$ cat src/rtl/bfpw_pkg.sv
`timescale 1ns / 1ps
`default_nettype none

package bfpw_pkg;

	localparam int CoordW    = 13;
	localparam int ScreenW   = 12;
	localparam int PitchW    = 14;
	localparam int PbW       = 3;
	localparam int LayoutW   = 27;
	localparam int KbW       = 7;
	localparam int ColourW   = 8;
	localparam int BankW     = 16;
	localparam int OffsetW   = 16;
	localparam int PixelW    = 32;
	localparam int KbShift   = 10;
	localparam int AddrW     = 26;
	localparam int BankGW    = BankW + KbW;
	localparam int CfgIdxW   = 3;
	localparam int CfgDataW  = LayoutW;
	localparam int DivSteps  = BankW;
	localparam int DivCntW   = $clog2(DivSteps);
	localparam int PosW      = 5;
	localparam int SizeW     = 4;

	localparam logic [ScreenW-1:0] WidthRst  = ScreenW'(640);
	localparam logic [ScreenW-1:0] HeightRst = ScreenW'(480);
	localparam logic [PitchW-1:0]  PitchRst  = PitchW'(1280);
	localparam logic [PbW-1:0]     PbRst     = PbW'(2);
	localparam logic [LayoutW-1:0] LayoutRst = '0;
	localparam logic [KbW-1:0]     KbRst     = KbW'(64);
	localparam logic [KbW-1:0]     KbMax     = KbW'(64);
	localparam logic [PbW-1:0]     PbMax     = PbW'(4);

	typedef enum logic [CfgIdxW-1:0] {
		REG_WIDTH  = 3'd0,
		REG_HEIGHT = 3'd1,
		REG_PITCH  = 3'd2,
		REG_PBYTES = 3'd3,
		REG_LAYOUT = 3'd4,
		REG_GRAN   = 3'd5,
		REG_WINDOW = 3'd6
	} cfg_idx_t;

	typedef enum logic [2:0] {
		S_IDLE,
		S_MUL,
		S_ADDR,
		S_CHECK,
		S_DIV,
		S_DONE
	} state_t;

	typedef struct packed {
		logic load;
		logic mul;
		logic addr;
		logic div_start;
		logic div_step;
		logic commit;
	} cmd_t;

	typedef struct packed {
		logic onscreen;
		logic in_window;
		logic out_free;
	} status_t;

	function automatic logic [KbW-1:0] clamp_kb(input logic [KbW-1:0] v);
		logic [KbW-1:0] r;
		r = v;
		if (v == '0)
			r = KbW'(1);
		else if (v > KbMax)
			r = KbMax;
		return r;
	endfunction

	function automatic logic [PbW-1:0] clamp_pb(input logic [PbW-1:0] v);
		logic [PbW-1:0] r;
		r = v;
		if (v == '0)
			r = PbW'(1);
		else if (v > PbMax)
			r = PbMax;
		return r;
	endfunction

	// keep the top 'size' bits of the colour, then move it to its field position
	function automatic logic [PixelW-1:0] place_colour(input logic [ColourW-1:0] c,
			input logic [SizeW-1:0] size, input logic [PosW-1:0] pos);
		logic [ColourW-1:0] v;
		logic [SizeW-1:0] sh;
		v = c;
		sh = SizeW'(ColourW) - size;
		if (size < SizeW'(ColourW))
			v = c >> sh;
		return PixelW'(v) << pos;
	endfunction

endpackage

`default_nettype wire

$ cat src/rtl/bfpw_ctrl.sv
`timescale 1ns / 1ps
`default_nettype none

module bfpw_ctrl (
	input  wire              clk,
	input  wire              arst_n,
	input  wire              in_valid,
	output logic             in_stall,
	input  bfpw_pkg::status_t status,
	output bfpw_pkg::cmd_t   cmd
);
	import bfpw_pkg::*;

	state_t state_q, state_d;
	logic [DivCntW-1:0] cnt_q;

	always_ff @(posedge clk or negedge arst_n) begin
		if (!arst_n) begin
			state_q <= S_IDLE;
			cnt_q   <= '0;
		end else begin
			state_q <= state_d;
			if (cmd.div_start)
				cnt_q <= '0;
			else if (cmd.div_step)
				cnt_q <= cnt_q + DivCntW'(1);
		end
	end

	always_comb begin
		state_d  = state_q;
		cmd      = '0;
		in_stall = 1'b1;
		unique case (state_q)
			S_IDLE: begin
				in_stall = 1'b0;
				if (in_valid) begin
					cmd.load = 1'b1;
					state_d  = S_MUL;
				end
			end
			S_MUL: begin
				cmd.mul = 1'b1;
				state_d = S_ADDR;
			end
			S_ADDR: begin
				cmd.addr = 1'b1;
				state_d  = S_CHECK;
			end
			S_CHECK: begin
				if (status.onscreen && !status.in_window) begin
					cmd.div_start = 1'b1;
					state_d       = S_DIV;
				end else begin
					state_d = S_DONE;
				end
			end
			S_DIV: begin
				cmd.div_step = 1'b1;
				if (cnt_q == DivCntW'(DivSteps - 1))
					state_d = S_DONE;
			end
			S_DONE: begin
				if (status.out_free) begin
					cmd.commit = 1'b1;
					state_d    = S_IDLE;
				end
			end
			default: state_d = S_IDLE;
		endcase
	end

endmodule

`default_nettype wire

$ cat src/rtl/bfpw_datapath.sv
`timescale 1ns / 1ps
`default_nettype none

module bfpw_datapath (
	input  wire                                clk,
	input  wire                                arst_n,
	input  wire                                cfg_write,
	input  wire  [bfpw_pkg::CfgIdxW-1:0]       cfg_index,
	input  wire  [bfpw_pkg::CfgDataW-1:0]      cfg_data,
	input  wire  [bfpw_pkg::CoordW-1:0]        column,
	input  wire  [bfpw_pkg::CoordW-1:0]        row,
	input  wire  [bfpw_pkg::ColourW-1:0]       red,
	input  wire  [bfpw_pkg::ColourW-1:0]       green,
	input  wire  [bfpw_pkg::ColourW-1:0]       blue,
	input  wire                                out_stall,
	output logic                               out_valid,
	output logic                               write_enable,
	output logic                               bank_changed,
	output logic [bfpw_pkg::BankW-1:0]         bank_number,
	output logic [bfpw_pkg::OffsetW-1:0]       window_offset,
	output logic [bfpw_pkg::PixelW-1:0]        pixel_value,
	output logic [bfpw_pkg::PbW-1:0]           byte_count,
	input  bfpw_pkg::cmd_t                     cmd,
	output bfpw_pkg::status_t                  status
);
	import bfpw_pkg::*;

	// configuration
	logic [ScreenW-1:0] width_q, height_q;
	logic [PitchW-1:0]  pitch_q;
	logic [PbW-1:0]     pb_raw_q;
	logic [LayoutW-1:0] layout_q;
	logic [KbW-1:0]     gran_raw_q, win_raw_q;

	logic [PbW-1:0] pb;
	logic [KbW-1:0] gran, win;

	// item registers
	logic [CoordW-1:0]  col_q, row_q;
	logic [ColourW-1:0] red_q, green_q, blue_q;
	logic               onscreen_q, changed_q;
	logic [PixelW-1:0]  value_q;
	logic [AddrW-1:0]   row_prod_q, col_prod_q, addr_q;
	logic [BankGW-1:0]  bankg_q, hi_units_q;
	logic [BankW-1:0]   bank_q;

	// divider
	logic [BankW-1:0] quo_q;
	logic [KbW-1:0]   rem_q;
	logic [KbW:0]     trial;
	logic             trial_ge;

	logic [AddrW-1:0]   row_prod, col_prod;
	logic [BankGW-1:0]  addr_units;
	logic               onscreen;
	logic [PixelW-1:0]  value;
	logic [OffsetW-1:0] near_offset;

	assign pb   = clamp_pb(pb_raw_q);
	assign gran = clamp_kb(gran_raw_q);
	assign win  = clamp_kb(win_raw_q);

	always_ff @(posedge clk or negedge arst_n) begin
		if (!arst_n) begin
			width_q    <= WidthRst;
			height_q   <= HeightRst;
			pitch_q    <= PitchRst;
			pb_raw_q   <= PbRst;
			layout_q   <= LayoutRst;
			gran_raw_q <= KbRst;
			win_raw_q  <= KbRst;
		end else if (cfg_write) begin
			case (cfg_index)
				REG_WIDTH:  width_q    <= cfg_data[ScreenW-1:0];
				REG_HEIGHT: height_q   <= cfg_data[ScreenW-1:0];
				REG_PITCH:  pitch_q    <= cfg_data[PitchW-1:0];
				REG_PBYTES: pb_raw_q   <= cfg_data[PbW-1:0];
				REG_LAYOUT: layout_q   <= cfg_data[LayoutW-1:0];
				REG_GRAN:   gran_raw_q <= cfg_data[KbW-1:0];
				REG_WINDOW: win_raw_q  <= cfg_data[KbW-1:0];
				default: ;
			endcase
		end
	end

	assign onscreen = !col_q[CoordW-1] && !row_q[CoordW-1]
		&& (col_q[ScreenW-1:0] < width_q) && (row_q[ScreenW-1:0] < height_q);

	assign value = place_colour(red_q, layout_q[18:15], layout_q[4:0])
		| place_colour(green_q, layout_q[22:19], layout_q[9:5])
		| place_colour(blue_q, layout_q[26:23], layout_q[14:10]);

	assign row_prod = AddrW'(row_q[ScreenW-1:0]) * AddrW'(pitch_q);
	assign col_prod = AddrW'(col_q[ScreenW-1:0]) * AddrW'(pb);

	// window bounds are whole KiB, so compare the address in KiB units
	assign addr_units = BankGW'(addr_q[AddrW-1:KbShift]);

	assign status.onscreen  = onscreen_q;
	assign status.in_window = (addr_units >= bankg_q) && (addr_units < hi_units_q);
	assign status.out_free  = !out_valid || !out_stall;

	assign trial    = {rem_q, quo_q[BankW-1]};
	assign trial_ge = trial >= {1'b0, gran};

	assign near_offset = addr_q[OffsetW-1:0] - {bankg_q[OffsetW-KbShift-1:0], {KbShift{1'b0}}};

	always_ff @(posedge clk) begin
		if (cmd.load) begin
			col_q   <= column;
			row_q   <= row;
			red_q   <= red;
			green_q <= green;
			blue_q  <= blue;
		end
		if (cmd.mul) begin
			onscreen_q <= onscreen;
			value_q    <= value;
			row_prod_q <= row_prod;
			col_prod_q <= col_prod;
			bankg_q    <= BankGW'(bank_q) * BankGW'(gran);
		end
		if (cmd.addr) begin
			addr_q     <= row_prod_q + col_prod_q;
			hi_units_q <= bankg_q + BankGW'(win);
		end
		if (cmd.div_start) begin
			quo_q <= addr_q[AddrW-1:KbShift];
			rem_q <= '0;
		end else if (cmd.div_step) begin
			quo_q <= {quo_q[BankW-2:0], trial_ge};
			rem_q <= trial_ge ? KbW'(trial - {1'b0, gran}) : trial[KbW-1:0];
		end
	end

	always_ff @(posedge clk or negedge arst_n) begin
		if (!arst_n) begin
			changed_q <= 1'b0;
			bank_q    <= '0;
			out_valid <= 1'b0;
		end else begin
			if (cmd.load)
				changed_q <= 1'b0;
			else if (cmd.div_start)
				changed_q <= 1'b1;
			if (cmd.commit) begin
				out_valid <= 1'b1;
				if (changed_q)
					bank_q <= quo_q;
			end else if (!out_stall) begin
				out_valid <= 1'b0;
			end
		end
	end

	always_ff @(posedge clk) begin
		if (cmd.commit) begin
			write_enable <= onscreen_q;
			bank_changed <= changed_q;
			bank_number  <= changed_q ? quo_q : bank_q;
			pixel_value  <= onscreen_q ? value_q : '0;
			byte_count   <= pb;
			if (!onscreen_q)
				window_offset <= '0;
			else if (changed_q)
				window_offset <= {rem_q[OffsetW-KbShift-1:0], addr_q[KbShift-1:0]};
			else
				window_offset <= near_offset;
		end
	end

endmodule

`default_nettype wire

$ cat src/rtl/banked_framebuffer_pixel_writer_unit.sv
`timescale 1ns / 1ps
`default_nettype none
// Flow: a pixel is loaded, multiplied, addressed and checked; when the bank moves, a
// 16-step serial divide by the granularity follows; then the result is committed.
// Pixels are taken one at a time; a stalled, full output register holds up the commit.
// A finished result sits in the output register while the next pixel is taken.
// Reset (arst_n low, asynchronous): configuration registers return to their defaults, bank 0.

module banked_framebuffer_pixel_writer_unit (
	input  wire                              clk,
	input  wire                              arst_n,
	input  wire                              cfg_write,
	input  wire  [bfpw_pkg::CfgIdxW-1:0]     cfg_index,
	input  wire  [bfpw_pkg::CfgDataW-1:0]    cfg_data,
	input  wire                              in_valid,
	output logic                             in_stall,
	input  wire  [bfpw_pkg::CoordW-1:0]      column,
	input  wire  [bfpw_pkg::CoordW-1:0]      row,
	input  wire  [bfpw_pkg::ColourW-1:0]     red,
	input  wire  [bfpw_pkg::ColourW-1:0]     green,
	input  wire  [bfpw_pkg::ColourW-1:0]     blue,
	output logic                             out_valid,
	input  wire                              out_stall,
	output logic                             write_enable,
	output logic                             bank_changed,
	output logic [bfpw_pkg::BankW-1:0]       bank_number,
	output logic [bfpw_pkg::OffsetW-1:0]     window_offset,
	output logic [bfpw_pkg::PixelW-1:0]      pixel_value,
	output logic [bfpw_pkg::PbW-1:0]         byte_count
);
	import bfpw_pkg::*;

	cmd_t    cmd;
	status_t status;

	bfpw_ctrl u_ctrl (
		.clk      (clk),
		.arst_n   (arst_n),
		.in_valid (in_valid),
		.in_stall (in_stall),
		.status   (status),
		.cmd      (cmd)
	);

	bfpw_datapath u_dp (
		.clk           (clk),
		.arst_n        (arst_n),
		.cfg_write     (cfg_write),
		.cfg_index     (cfg_index),
		.cfg_data      (cfg_data),
		.column        (column),
		.row           (row),
		.red           (red),
		.green         (green),
		.blue          (blue),
		.out_stall     (out_stall),
		.out_valid     (out_valid),
		.write_enable  (write_enable),
		.bank_changed  (bank_changed),
		.bank_number   (bank_number),
		.window_offset (window_offset),
		.pixel_value   (pixel_value),
		.byte_count    (byte_count),
		.cmd           (cmd),
		.status        (status)
	);

endmodule

`default_nettype wire

$ cat config.mk
export PLATFORM = sky130hd
export DESIGN_NAME = banked_framebuffer_pixel_writer_unit
export DESIGN_NICKNAME = d
export VERILOG_FILES = /design/src/rtl/bfpw_pkg.sv /design/src/rtl/bfpw_ctrl.sv /design/src/rtl/bfpw_datapath.sv /design/src/rtl/banked_framebuffer_pixel_writer_unit.sv
export SDC_FILE = /design/constraint.sdc
export NUM_CORES = 1
export LEC_CHECK = 0
export BUFFER_PORTS_ARGS = -buffer_cell sky130_fd_sc_hd__buf_2
export CELL_PAD_IN_SITES_DETAIL_PLACEMENT = 1
export CELL_PAD_IN_SITES_GLOBAL_PLACEMENT = 1
export CORE_MARGIN = 5
export CORE_UTILIZATION = 45
export CTS_CLUSTER_DIAMETER = 80
export DETAILED_ROUTE_END_ITERATION = 8
export PLACE_DENSITY_LB_ADDON = 0.08
export SKIP_CTS_REPAIR_TIMING = 1
export SYNTH_ARGS = -nofsm -noshare
export SYNTH_HDL_FRONTEND = slang
export SYNTH_HIERARCHICAL = 1
export SYNTH_SLANG_ARGS = --single-unit
$ cat constraint.sdc
create_clock -name clk -period 9 [get_ports clk]
set_input_delay 1.8 -clock clk [delete_from_list [all_inputs] [get_ports clk]]
set_output_delay 1.8 -clock clk [all_outputs]
set_load 0.01 [all_outputs]
== Word level (Yosys, flattened, before mapping) ==
Index checks and enable logic that the tools add are counted.

* $add $sub $neg: 8
* Multiplexer cells: 35
* Magnitude comparators: 11
* Bitwise operators: 2
* Shifts and indexed selects: 6
* Multipliers: 3
* Eq/ne operators: 16
* Reductions and logical operators: 26

{| class="wikitable"
|+ Operators by type and width
! cell !! number
|-
| 8-bit by 5-bit << shifter with 32-bit output || 3
|-
| 16-bit two-way mux || 4
|-
| 32-bit OR || 2
|-
| 7-bit two-way mux || 5
|-
| 26-bit by 15-bit adder with 26-bit output || 1
|-
| 12-bit by 14-bit multiplier with 26-bit output || 1
|-
| 12-bit less-than comparator || 2
|-
| 8-bit two-way mux || 3
|-
| 8-bit by 4-bit >> shifter with 8-bit output || 3
|-
| 23-bit by 7-bit adder with 23-bit output || 1
|-
| 16-bit by 23-bit greater-or-equal comparator with 1-bit output || 1
|-
| 16-bit by 23-bit less-than comparator with 1-bit output || 1
|-
| 16-bit by 7-bit multiplier with 23-bit output || 1
|-
| 3-bit one-hot mux with 6 select lines || 1
|-
| 16-bit subtractor || 1
|-
| 3-bit == test (second input constant) || 5
|-
| 12-bit by 3-bit multiplier with 15-bit output || 1
|-
| 1-bit two-way mux || 15
|-
| 3-bit two-way mux || 5
|-
| 7-bit > comparator (second input constant) || 2
|-
| 7-bit logical NOT || 2
|-
| 2-bit AND reduction || 7
|-
| 3-bit by 2-bit == test with 1-bit output (second input constant) || 4
|-
| 4-bit less-than comparator (second input constant) || 3
|-
| other kinds (16) || 33
|}

* Output and inout bits: 71
* Input port bits: 85
* Logic and storage cells: 139
* Bits in registers: 395

== Depth between registers and ports, before layout ==
Gate-level depths: netlist of run 1.

* Depth after elaboration: 8
* Gate-level depth with buffers: 22
* Gate-level depth less buffers: 21

== Hierarchy ==
Netlist of run 1, hierarchy kept.

{| class="wikitable"
|+ Modules (own cells, without submodules)
! module !! area an instance (um^2) !! cells an instance !! times used
|-
| bfpw_datapath || 28,949.0 || 2,741 || 1
|-
| bfpw_ctrl || 437.9 || 45 || 1
|}

== Worst setup path after synthesis of run 1 ==
OpenSTA, ideal clock, no wires.

* Kind: input port to flip-flop
* From: input port out_stall
* To: register u_dp.bank_q[10]
* Path buffers: 2
* Data arrival time: 6.002 ns
* Data required time: 8.875 ns
* Path slack: 2.873 ns
* Cell stages on the path: 6
* Cell sequence: nand2_1 > nand2_1 > nor2_1 > clkbuf_1 > buf_1 > mux2_2

{| class="wikitable"
|+ RTL lines
! item !! RTL line !! RTL
|-
| start: declaration || banked_framebuffer_pixel_writer_unit.sv:23 || <nowiki>input wire out_stall,</nowiki>
|-
| end signal: assignment || bfpw_datapath.sv:149 || <nowiki>bank_q <= quo_q;</nowiki>
|-
| end: declaration || bfpw_datapath.sv:45 || <nowiki>logic [BankW-1:0] bank_q;</nowiki>
|}

== Final worst setup path of run 1 ==
* From: register u_dp.gran_raw_q[6]
* To: register u_dp.bankg_q[22], data pin

* Longest elaborated chain between the ends: 4

{| class="wikitable"
|+ Ends and longest elaborated chain
! item !! RTL line !! RTL
|-
| start: declaration || bfpw_datapath.sv:33 || <nowiki>logic [KbW-1:0] gran_raw_q, win_raw_q;</nowiki>
|-
| start signal: assignment || bfpw_datapath.sv:70 || <nowiki>gran_raw_q <= KbRst;</nowiki>
|-
| start signal: assignment || bfpw_datapath.sv:79 || <nowiki>REG_GRAN: gran_raw_q <= cfg_data[KbW-1:0];</nowiki>
|-
| 7-bit > comparator || bfpw_pkg.sv:74 || <nowiki>else if (v > KbMax)</nowiki>
|-
| 7-bit two-way mux || bfpw_pkg.sv:74 ||
|-
| 7-bit two-way mux (*) || bfpw_pkg.sv:72 || <nowiki>if (v == '0)</nowiki>
|-
| 16-bit by 7-bit multiplier with 23-bit output (*) || bfpw_datapath.sv:121 || <nowiki>bankg_q <= BankGW'(bank_q) * BankGW'(gran);</nowiki>
|-
| end signal: assignment || bfpw_datapath.sv:121 ||
|-
| end: declaration || bfpw_datapath.sv:44 || <nowiki>logic [BankGW-1:0] bankg_q, hi_units_q;</nowiki>
|}

Every way passes the cells marked *; elsewhere a longest branch is shown, timed or not.
A chain may end at the register's enable or synchronous reset.

==> flow_results.xml, run 1 <==
<?xml version="1.0" encoding="UTF-8"?>
<metrics>
  <group name="logic_synthesis">
    <metric name="syn_area" unit="sq mm">0.0294</metric>
    <metric name="synth_top_cells_by_area" unit="">sky130_fd_sc_hd__edfxtp_1 (29%), sky130_fd_sc_hd__fa_1 (14%), sky130_fd_sc_hd__ha_1 (8.7%)</metric>
    <metric name="netlist.top_cell.by_area" unit="">sky130_fd_sc_hd__edfxtp_1</metric>
    <metric name="synth.avg_cell_area" unit="sq um">10.5</metric>
    <metric name="ys_ff_latch" unit="">395</metric>
    <metric name="commonest_register_cell_after_synthesis" unit="">sky130_fd_sc_hd__edfxtp_1</metric>
    <metric name="ys.warnings.count" unit="">6</metric>
    <metric name="asyncSetResetFlopFracSynth" unit="%">27.1</metric>
    <metric name="ys_seq_area_share" unit="%">38.3</metric>
    <metric name="synth.most_common_cell" unit="">sky130_fd_sc_hd__inv_1</metric>
    <metric name="synth_common_cells" unit="">sky130_fd_sc_hd__inv_1 (331), sky130_fd_sc_hd__nand2_1 (305), sky130_fd_sc_hd__edfxtp_1 (281)</metric>
    <metric name="syn-num-nets" unit="">3279</metric>
    <metric name="synth_edf_count" unit="">281</metric>
    <metric name="post_synth_inst_count" unit="">2786</metric>
    <metric name="post-synth-top-area-fraction" unit="%">28.7</metric>
    <metric name="number_of_distinct_library_cell_variants_in_the_gate_level_netlist_after_synthesis" unit="">92</metric>
  </group>
  <group name="sta">
    <metric name="rsz_0062_raised_after_global_routing" unit="">no</metric>
    <metric name="tightest_slew" unit="ns">1.23</metric>
    <metric name="slew_headroom" unit="%">17.8</metric>
    <metric name="finClkSkew" unit="ns">0.0384</metric>
    <metric name="timing.final.crit_share" unit="%">70.3</metric>
    <metric name="achievable-frequency" unit="MHz">158</metric>
    <metric name="final.min_clock_period" unit="ns">6.33</metric>
    <metric name="hold_viol_final" unit="">0</metric>
    <metric name="setup_violations" unit="">0</metric>
    <metric name="final_max_slew_viol_count" unit="">0</metric>
    <metric name="setup_total_negative_slack" unit="ns">0</metric>
  </group>
  <group name="floorplan">
    <metric name="initial_util" unit="%">45.5</metric>
    <metric name="pin_count" unit="">156</metric>
    <metric name="number_of_placement_rows" unit="">93</metric>
    <metric name="coreArea" unit="sq mm">0.0646</metric>
    <metric name="die_width" unit="um">266</metric>
    <metric name="die_area" unit="sq mm">0.0705</metric>
    <metric name="die_h" unit="um">266</metric>
  </group>
  <group name="placed_design">
    <metric name="globalplace.congestion" unit="">0.920</metric>
    <metric name="buffer_ports.inserted" unit="">155</metric>
    <metric name="post-dp-hpwl" unit="um">65900</metric>
  </group>
  <group name="routing">
    <metric name="routed-via-count" unit="">20900</metric>
    <metric name="ant_nets" unit="">0</metric>
    <metric name="drt_pre_antenna_iters" unit="">7</metric>
    <metric name="dr_drc_count" unit="">0</metric>
    <metric name="wl_per_cell" unit="um">22.4</metric>
    <metric name="drt_iter0_drc" unit="">1137</metric>
    <metric name="vias_per_cell" unit="">5.50</metric>
    <metric name="drt_wl_total" unit="um">85200</metric>
  </group>
  <group name="cells_and_area">
    <metric name="fill_cells" unit="">7099</metric>
    <metric name="layout.area.seq" unit="sq mm">0.0113</metric>
    <metric name="layout_cell_share_with_drive_strength_beyond_1" unit="%">13.6</metric>
    <metric name="fin_nets" unit="">3398</metric>
    <metric name="multiInputGateArea" unit="sq mm">0.0164</metric>
    <metric name="area_growth_syn_to_layout" unit="%">11.0</metric>
  </group>
  <group name="hold_path">
    <metric name="hp-class" unit="">reg2reg</metric>
  </group>
  <group name="global_route">
    <metric name="global_route_wire_length_before_repair" unit="um">135000</metric>
    <metric name="globalRouteOverflowTotal" unit="">0</metric>
    <metric name="first_global_vias" unit="">22800</metric>
    <metric name="number_of_antenna_violations_at_the_first_check_in_global_routing" unit="">3</metric>
    <metric name="pin_count_of_the_biggest_net_entering_global_routing" unit="">64</metric>
    <metric name="gr-usage-all-layers" unit="%">24.4</metric>
  </group>
  <group name="clock_tree">
    <metric name="clkSlewWorstSetupHoldPaths" unit="ns">0.06</metric>
    <metric name="cts-root-to-sink-buffers" unit="">3</metric>
    <metric name="ctsRootBufferMaster" unit="">sky130_fd_sc_hd__clkbuf_16</metric>
    <metric name="cts.sink_count" unit="">395</metric>
    <metric name="cts_tree" unit="">built</metric>
    <metric name="cts_buffers" unit="">48</metric>
    <metric name="clock_tree.htree_level_count" unit="">2</metric>
    <metric name="clock_latency" unit="ns">0.63</metric>
  </group>
  <group name="worst_setup_path">
    <metric name="rrSetupSlack" unit="ns">2.67</metric>
    <metric name="crit-reg2reg-capture" unit="">u_dp/bankg_q[22]</metric>
    <metric name="critical_path_required" unit="ns">9.35</metric>
    <metric name="startpoint_type_of_the_worst_setup_path" unit="">flop</metric>
    <metric name="worstReg2RegStart" unit="">u_dp/gran_raw_q[6]</metric>
    <metric name="critical_path_peak_fanout" unit="">24</metric>
    <metric name="r2r.worst_path.cells" unit="">18</metric>
    <metric name="setup.worst_path.end_class" unit="">flop</metric>
    <metric name="cp-startpoint" unit="">u_dp/gran_raw_q[6]</metric>
    <metric name="signal_arrival_time_at_the_worst_endpoint" unit="ns">6.68</metric>
    <metric name="endpoint" unit="">u_dp/bankg_q[22]</metric>
    <metric name="timing_worst_setup_path_type" unit="">reg2reg</metric>
  </group>
  <group name="run_status">
    <metric name="run_status" unit="">completed</metric>
  </group>
  <group name="flow_run">
    <metric name="max-cap-violations" unit="">0</metric>
  </group>
</metrics>
## critical path: stages, from the launching register on
cell and delay, ns:
sky130_fd_sc_hd__dfstp_2 0.51, sky130_fd_sc_hd__nor2b_1 0.93, sky130_fd_sc_hd__and2_1 0.28, sky130_fd_sc_hd__fa_1 0.46
sky130_fd_sc_hd__fa_1 0.47, sky130_fd_sc_hd__fa_1 0.51, sky130_fd_sc_hd__inv_1 0.05, sky130_fd_sc_hd__fa_1 0.47
sky130_fd_sc_hd__inv_1 0.04, sky130_fd_sc_hd__ha_1 0.34, sky130_fd_sc_hd__nand3_1 0.11, sky130_fd_sc_hd__o2111ai_1 0.23
sky130_fd_sc_hd__a311oi_1 0.63, sky130_fd_sc_hd__o21ai_1 0.18, sky130_fd_sc_hd__a31oi_1 0.24, sky130_fd_sc_hd__a21oi_1 0.13
sky130_fd_sc_hd__a21o_1 0.20, sky130_fd_sc_hd__a21oi_1 0.18, sky130_fd_sc_hd__xnor2_1 0.10
## worst min-delay path by stage
stage,depth (start not counted),slack (ns),end,from
finish,2,0.50,u_dp/rem_q[6],u_dp/rem_q[6]
global route,2,0.53,u_dp/height_q[5],u_dp/height_q[5]
CTS,2,0.50,u_dp/rem_q[6],u_dp/rem_q[6]
detailed placement,2,0.49,u_dp/rem_q[6],u_dp/rem_q[6]
global placement,2,0.46,u_dp/rem_q[6],u_dp/rem_q[6]
floorplan,0,0.44,u_dp/bank_changed,u_dp/changed_q
## placed cells by master (no fill, tap or decap), types with 11 or more instances in the layout
master / Yosys / final
sky130_fd_sc_hd__fa_1: 204 / 204
sky130_fd_sc_hd__and3_1: 11 / 11
sky130_fd_sc_hd__buf_4: 4 / 19
sky130_fd_sc_hd__clkbuf_16: 0 / 49
sky130_fd_sc_hd__nor2b_1: 36 / 36
sky130_fd_sc_hd__buf_2: 4 / 154
sky130_fd_sc_hd__mux2_2: 101 / 101
sky130_fd_sc_hd__or3_1: 12 / 12
sky130_fd_sc_hd__xor2_1: 24 / 24
sky130_fd_sc_hd__nand4_1: 11 / 11
sky130_fd_sc_hd__clkinv_1: 8 / 14
sky130_fd_sc_hd__inv_1: 331 / 331
sky130_fd_sc_hd__ha_1: 204 / 204
sky130_fd_sc_hd__a21o_1: 50 / 50
sky130_fd_sc_hd__mux2i_1: 39 / 39
sky130_fd_sc_hd__dfstp_2: 11 / 11
sky130_fd_sc_hd__nor3_1: 30 / 28
sky130_fd_sc_hd__and2_1: 198 / 198
sky130_fd_sc_hd__a21oi_1: 93 / 93
sky130_fd_sc_hd__xnor2_1: 74 / 74
sky130_fd_sc_hd__nand2_1: 305 / 305
sky130_fd_sc_hd__nand3_1: 34 / 34
sky130_fd_sc_hd__o211ai_1: 16 / 16
sky130_fd_sc_hd__a211oi_1: 21 / 21
sky130_fd_sc_hd__o21ai_0: 111 / 111
sky130_fd_sc_hd__nor2_1: 121 / 117
sky130_fd_sc_hd__o21a_1: 15 / 15
sky130_fd_sc_hd__nand2b_1: 30 / 30
sky130_fd_sc_hd__dfrtp_1: 96 / 96
sky130_fd_sc_hd__edfxtp_1: 281 / 281
## layer usage
layer | routed length, um | GRT usage, % | vias up
met3 | 2980 | 3.31 | 117
met2 | 41600 | 41.4 | 336
met4 | 2690 | 7.64 | 0
met1 | 37900 | 32.7 | 10700
li1 | - | - | 9731
met5 | 0 | 0 | -
## metrics by stage
step | instance area (sq um) | cells | hold WS [ns] | setup slack, ns | utilization [%]
floorplan | 29400 | 2786 | 0.443 | 2.87 | -
global placement | 31000 | 3710 | 0.460 | 2.82 | 48.0
detailed placement | 31000 | 3710 | 0.486 | 2.71 | 48.0
CTS | 32600 | 3800 | 0.495 | 2.65 | 50.5
global route | 32600 | 3802 | 0.526 | 2.12 | 50.5
finish | 32600 | 3802 | 0.496 | 2.67 | 50.5
## logic make-up after synthesis
logic type,count (synthesis),share of synthesized area [%]
compound gates,442,9.80
xor+xnor,98,2.92
fa+ha+maj,408,22.6
buf+inv,444,5.85
flops,395,38.3
mux,157,6.19
simple gates,842,14.3
## cell type report
class / instances / area share, %
tap: 855 / 3.28
clock buffer: 64 / 4.09
timing repair buffer: 173 / 2.80
antenna: 2 / 0.0153
clock inverter: 26 / 0.905
multi-input combinational: 1947 / 50.4
inverter: 340 / 3.91
sequential: 395 / 34.6
## flip-flops by register name (all words and copies together), names as in the netlist, 8 cells and up
name / cells
u_dp/pixel_value: 32
u_dp/value_q: 32
u_dp/layout_q: 27
u_dp/addr_q: 26
u_dp/row_prod_q: 26
u_dp/bankg_q: 23
u_dp/hi_units_q: 23
u_dp/bank_number: 16
u_dp/bank_q: 16
u_dp/quo_q: 16
u_dp/window_offset: 16
u_dp/col_prod_q: 15
u_dp/pitch_q: 14
u_dp/col_q: 13
u_dp/row_q: 13
u_dp/height_q: 12
u_dp/width_q: 12
u_dp/blue_q: 8
u_dp/green_q: 8
u_dp/red_q: 8
Power of run 1 is left out: the tool's default activity adds up to more than one toggle a clock period on the data nets, which glitch-free logic cannot reach.
==> run 2: changes to the inputs <==
--- a/config.mk
+++ b/config.mk
@@ -5,11 +5,12 @@
 export SDC_FILE = /design/constraint.sdc
 export NUM_CORES = 1
 export LEC_CHECK = 0
+export ABC_AREA = 1
 export BUFFER_PORTS_ARGS = -buffer_cell sky130_fd_sc_hd__buf_2
 export CELL_PAD_IN_SITES_DETAIL_PLACEMENT = 1
 export CELL_PAD_IN_SITES_GLOBAL_PLACEMENT = 1
 export CORE_MARGIN = 5
-export CORE_UTILIZATION = 45
+export CORE_UTILIZATION = 44
 export CTS_CLUSTER_DIAMETER = 80
 export DETAILED_ROUTE_END_ITERATION = 8
 export PLACE_DENSITY_LB_ADDON = 0.08
==> constraint.sdc (replaced) <==
create_clock -name clk -period 5.6 [get_ports clk]
set_input_delay 1.12 -clock clk [delete_from_list [all_inputs] [get_ports clk]]
set_output_delay 1.12 -clock clk [all_outputs]
set_load 0.01 [all_outputs]
==> flow_results.xml, run 2 <==
<?xml version="1.0" encoding="UTF-8"?>
<metrics>
  <group name="run_status">
    <metric name="run_status" unit="">completed</metric>
  </group>
  <group name="global_route">
    <metric name="global_route_wire_length_before_repair" unit="um">150000</metric>
    <metric name="number_of_antenna_violations_at_the_first_check_in_global_routing" unit="">8</metric>
    <metric name="first_global_vias" unit="">26600</metric>
    <metric name="globalRouteOverflowTotal" unit="">0</metric>
    <metric name="gr-usage-all-layers" unit="%">25.6</metric>
    <metric name="pin_count_of_the_biggest_net_entering_global_routing" unit="">108</metric>
  </group>
  <group name="hold_path">
    <metric name="min-delay-start" unit="">u_dp/height_q[1]</metric>
    <metric name="hp-class" unit="">reg2reg</metric>
  </group>
  <group name="floorplan">
    <metric name="die_width" unit="um">272</metric>
    <metric name="initial_util" unit="%">44.1</metric>
    <metric name="coreArea" unit="sq mm">0.0683</metric>
    <metric name="pin_count" unit="">156</metric>
    <metric name="number_of_placement_rows" unit="">96</metric>
    <metric name="die_h" unit="um">272</metric>
    <metric name="die_area" unit="sq mm">0.0739</metric>
  </group>
  <group name="placed_design">
    <metric name="buffer_ports.inserted" unit="">155</metric>
    <metric name="placedCellCount" unit="">4496</metric>
    <metric name="globalplace.congestion" unit="">0.952</metric>
    <metric name="post-place-ws" unit="ns">0.124</metric>
    <metric name="placement_stage_cell_area" unit="sq mm">0.0320</metric>
    <metric name="post-dp-hpwl" unit="um">75800</metric>
  </group>
  <group name="worst_setup_path">
    <metric name="setup.worst_path.end_class" unit="">flop</metric>
    <metric name="cp-startpoint" unit="">u_dp/row_q[8]</metric>
    <metric name="startpoint_type_of_the_worst_setup_path" unit="">flop</metric>
    <metric name="worstReg2RegStart" unit="">u_dp/row_q[8]</metric>
    <metric name="critical_path_buf_inv_count" unit="">4</metric>
    <metric name="timing_worst_setup_path_type" unit="">reg2reg</metric>
    <metric name="critical_path.top_delay_family" unit="">adder cells</metric>
    <metric name="timing.critical_path.cells" unit="">buf_4 &gt; nand2_1 &gt; inv_1 &gt; fa_1 &gt; fa_1 &gt; fa_1 &gt; fa_1 &gt; inv_1 &gt; fa_1 &gt; inv_1 &gt; ha_1 &gt; nand2_1 &gt; nor2_1 &gt; nand4_1 &gt; o21ai_1 &gt; a21oi_1 &gt; o21ai_0 &gt; xor2_1</metric>
    <metric name="critPathMaxStageDelay" unit="ns">0.56</metric>
    <metric name="critical-path-top-cell-by-count" unit="">sky130_fd_sc_hd__fa_1</metric>
    <metric name="critical_path_required" unit="ns">5.93</metric>
    <metric name="critical_path_peak_fanout" unit="">7</metric>
    <metric name="critical_path.slowest_cell" unit="">sky130_fd_sc_hd__fa_1</metric>
    <metric name="signal_arrival_time_at_the_worst_endpoint" unit="ns">5.63</metric>
  </group>
  <group name="cells_and_area">
    <metric name="most_common_library_cell_in_the_layout_ignoring_fill_and_taps" unit="">sky130_fd_sc_hd__nand2_1</metric>
    <metric name="area_growth_syn_to_layout" unit="%">11.9</metric>
    <metric name="final_instance_area" unit="sq mm">0.0337</metric>
    <metric name="final_cells" unit="">4599</metric>
    <metric name="largestRegisters" unit="">u_dp/pixel_value: 32 flops, u_dp/value_q: 32 flops, u_dp/layout_q: 27 flops</metric>
    <metric name="layout_cell_share_with_drive_strength_beyond_1" unit="%">9.42</metric>
    <metric name="fin_nets" unit="">4168</metric>
    <metric name="layout_common_cells" unit="">sky130_fd_sc_hd__nand2_1 (865), sky130_fd_sc_hd__inv_1 (587), sky130_fd_sc_hd__nand3_1 (308)</metric>
    <metric name="fill_cells" unit="">8123</metric>
  </group>
  <group name="routing">
    <metric name="vias_per_cell" unit="">5.37</metric>
    <metric name="drt_pre_antenna_iters" unit="">5</metric>
    <metric name="ant_nets" unit="">0</metric>
    <metric name="dr_drc_count" unit="">0</metric>
    <metric name="drt_iter0_drc" unit="">1599</metric>
    <metric name="wl_per_cell" unit="um">20.7</metric>
    <metric name="drt_wl_total" unit="um">95100</metric>
    <metric name="routed-via-count" unit="">24700</metric>
  </group>
  <group name="clock_tree">
    <metric name="ctsRootBufferMaster" unit="">sky130_fd_sc_hd__clkbuf_16</metric>
    <metric name="cts.sink_count" unit="">395</metric>
    <metric name="clock_tree.htree_level_count" unit="">2</metric>
    <metric name="clock_latency" unit="ns">0.61</metric>
    <metric name="clkSlewWorstSetupHoldPaths" unit="ns">0.06</metric>
    <metric name="cts-root-to-sink-buffers" unit="">3</metric>
    <metric name="cts_buffers" unit="">48</metric>
    <metric name="cts_tree" unit="">built</metric>
  </group>
  <group name="sta">
    <metric name="final_max_slew_viol_count" unit="">0</metric>
    <metric name="setup_violations" unit="">0</metric>
    <metric name="finClkSkew" unit="ns">0.0271</metric>
    <metric name="slew_headroom" unit="%">23.8</metric>
    <metric name="tightest_slew" unit="ns">1.14</metric>
    <metric name="final_worst_setup_slack" unit="ns">0.295</metric>
    <metric name="setup_total_negative_slack" unit="ns">0</metric>
    <metric name="achievable-frequency" unit="MHz">189</metric>
    <metric name="timing.final.crit_share" unit="%">94.7</metric>
    <metric name="hold_viol_final" unit="">0</metric>
    <metric name="final.min_clock_period" unit="ns">5.30</metric>
    <metric name="hold_slack" unit="ns">0.485</metric>
  </group>
  <group name="logic_synthesis">
    <metric name="syn_area" unit="sq mm">0.0302</metric>
    <metric name="synth.avg_cell_area" unit="sq um">8.54</metric>
    <metric name="commonest_register_cell_after_synthesis" unit="">sky130_fd_sc_hd__edfxtp_1</metric>
    <metric name="netlist.top_cell.by_area" unit="">sky130_fd_sc_hd__edfxtp_1</metric>
    <metric name="post-synth-top-area-fraction" unit="%">28.0</metric>
    <metric name="ys_seq_area_share" unit="%">37.4</metric>
    <metric name="syn-num-nets" unit="">4023</metric>
    <metric name="synth.most_common_cell" unit="">sky130_fd_sc_hd__nand2_1</metric>
    <metric name="ys_ff_latch" unit="">395</metric>
    <metric name="number_of_distinct_library_cell_variants_in_the_gate_level_netlist_after_synthesis" unit="">53</metric>
    <metric name="synth_edf_count" unit="">281</metric>
    <metric name="synth_common_cells" unit="">sky130_fd_sc_hd__nand2_1 (866), sky130_fd_sc_hd__inv_1 (587), sky130_fd_sc_hd__nand3_1 (308)</metric>
    <metric name="post_synth_inst_count" unit="">3530</metric>
    <metric name="ys.warnings.count" unit="">6</metric>
    <metric name="synth_top_cells_by_area" unit="">sky130_fd_sc_hd__edfxtp_1 (28%), sky130_fd_sc_hd__fa_1 (14%), sky130_fd_sc_hd__nand2_1 (11%)</metric>
    <metric name="asyncSetResetFlopFracSynth" unit="%">27.1</metric>
  </group>
  <group name="pwr">
    <metric name="power.ir.vdd_worst" unit="uV">492</metric>
    <metric name="static-leakage-power" unit="uW">0.0166</metric>
    <metric name="pwr_density_cell" unit="mW/mm^2">634</metric>
  </group>
  <group name="flow_run">
    <metric name="max-cap-violations" unit="">0</metric>
  </group>
</metrics>
==> run 2: changes by cell type after synthesis, moves of 39 or more <==
cell                      delta
sky130_fd_sc_hd__nand3_1   +274
sky130_fd_sc_hd__o21ai_0    +76
sky130_fd_sc_hd__mux2_2     -98
sky130_fd_sc_hd__nand2_1   +561
sky130_fd_sc_hd__and2_1    -197
sky130_fd_sc_hd__nand4_1    +77
sky130_fd_sc_hd__inv_1     +256
sky130_fd_sc_hd__a21o_1     -48
sky130_fd_sc_hd__a21oi_1    +51
sky130_fd_sc_hd__nor2_1     +68
sky130_fd_sc_hd__mux2i_1    -39
sky130_fd_sc_hd__xor2_1     +45
==> run 2: layout make-up <==
class	count	area (sq um)	area share (%)
Antenna cell	2	5.00	0.0148
Clock buffer	57	1260	3.75
Clock inverter	33	420	1.25
Inverter	599	2250	6.68
Multi-Input combinational cell	2417	16200	47.9
Sequential cell	395	11300	33.4
Tap cell	882	1100	3.27
Timing Repair Buffer	214	1270	3.77
==> run 2: path summary, 6_finish.rpt <==
check | cells after the start | to | slack, ns
max in group asynchronous | 2 | u_dp/pitch_q[11] | 4.37
min | 2 | u_dp/height_q[1] | 0.48
min reg2reg | 2 | u_dp/height_q[1] | 0.48
max | 18 | u_dp/row_prod_q[25] | 0.30
min in group asynchronous | 2 | u_ctrl/state_q[2] | 0.55
max reg2reg | 18 | u_dp/row_prod_q[25] | 0.30
==> run 2: metrics by stage <==
stage	total power [uW]	util, %
2_1_floorplan	14300	-
3_3_place_gp	17700	46.8
3_5_place_dp	18100	46.8
4_1_cts	21600	49.2
5_1_grt	23400	49.4
6_report	21400	49.4
==> run 2: cells by family after synthesis <==
family | share of synthesized area, %
AO/OA/AOI/OAI | 6.98
flip-flops | 37.4
buffers and inverters | 9.18
adder cells (fa/ha/maj) | 22.0
AND/OR/NAND/NOR | 21.3
multiplexers | 0.112
XOR/XNOR | 3.11
==> run 2: report_power, final <==
part           leakage, uW  switching, uW  internal, uW
Sequential         0.00397            849          4810
Combinational       0.0119           8000          4420
Clock             0.000802           1330          1960
==> run 2: worst min-delay path: stages (launching register included) <==
cell and delay (ns):
sky130_fd_sc_hd__dfrtp_1 0.34, sky130_fd_sc_hd__nand2_1 0.05, sky130_fd_sc_hd__o21ai_0 0.06
==> run 2: layer usage <==
layer | vias up | routed length [um] | track usage (%)
met4 | 2 | 3740 | 9.09
met1 | 12300 | 42600 | 34.9
met3 | 162 | 3970 | 2.91
met2 | 527 | 44700 | 42.7
met5 | - | 13 | 0
li1 | 11700 | - | -
Power figures use the tool's default switching activity.
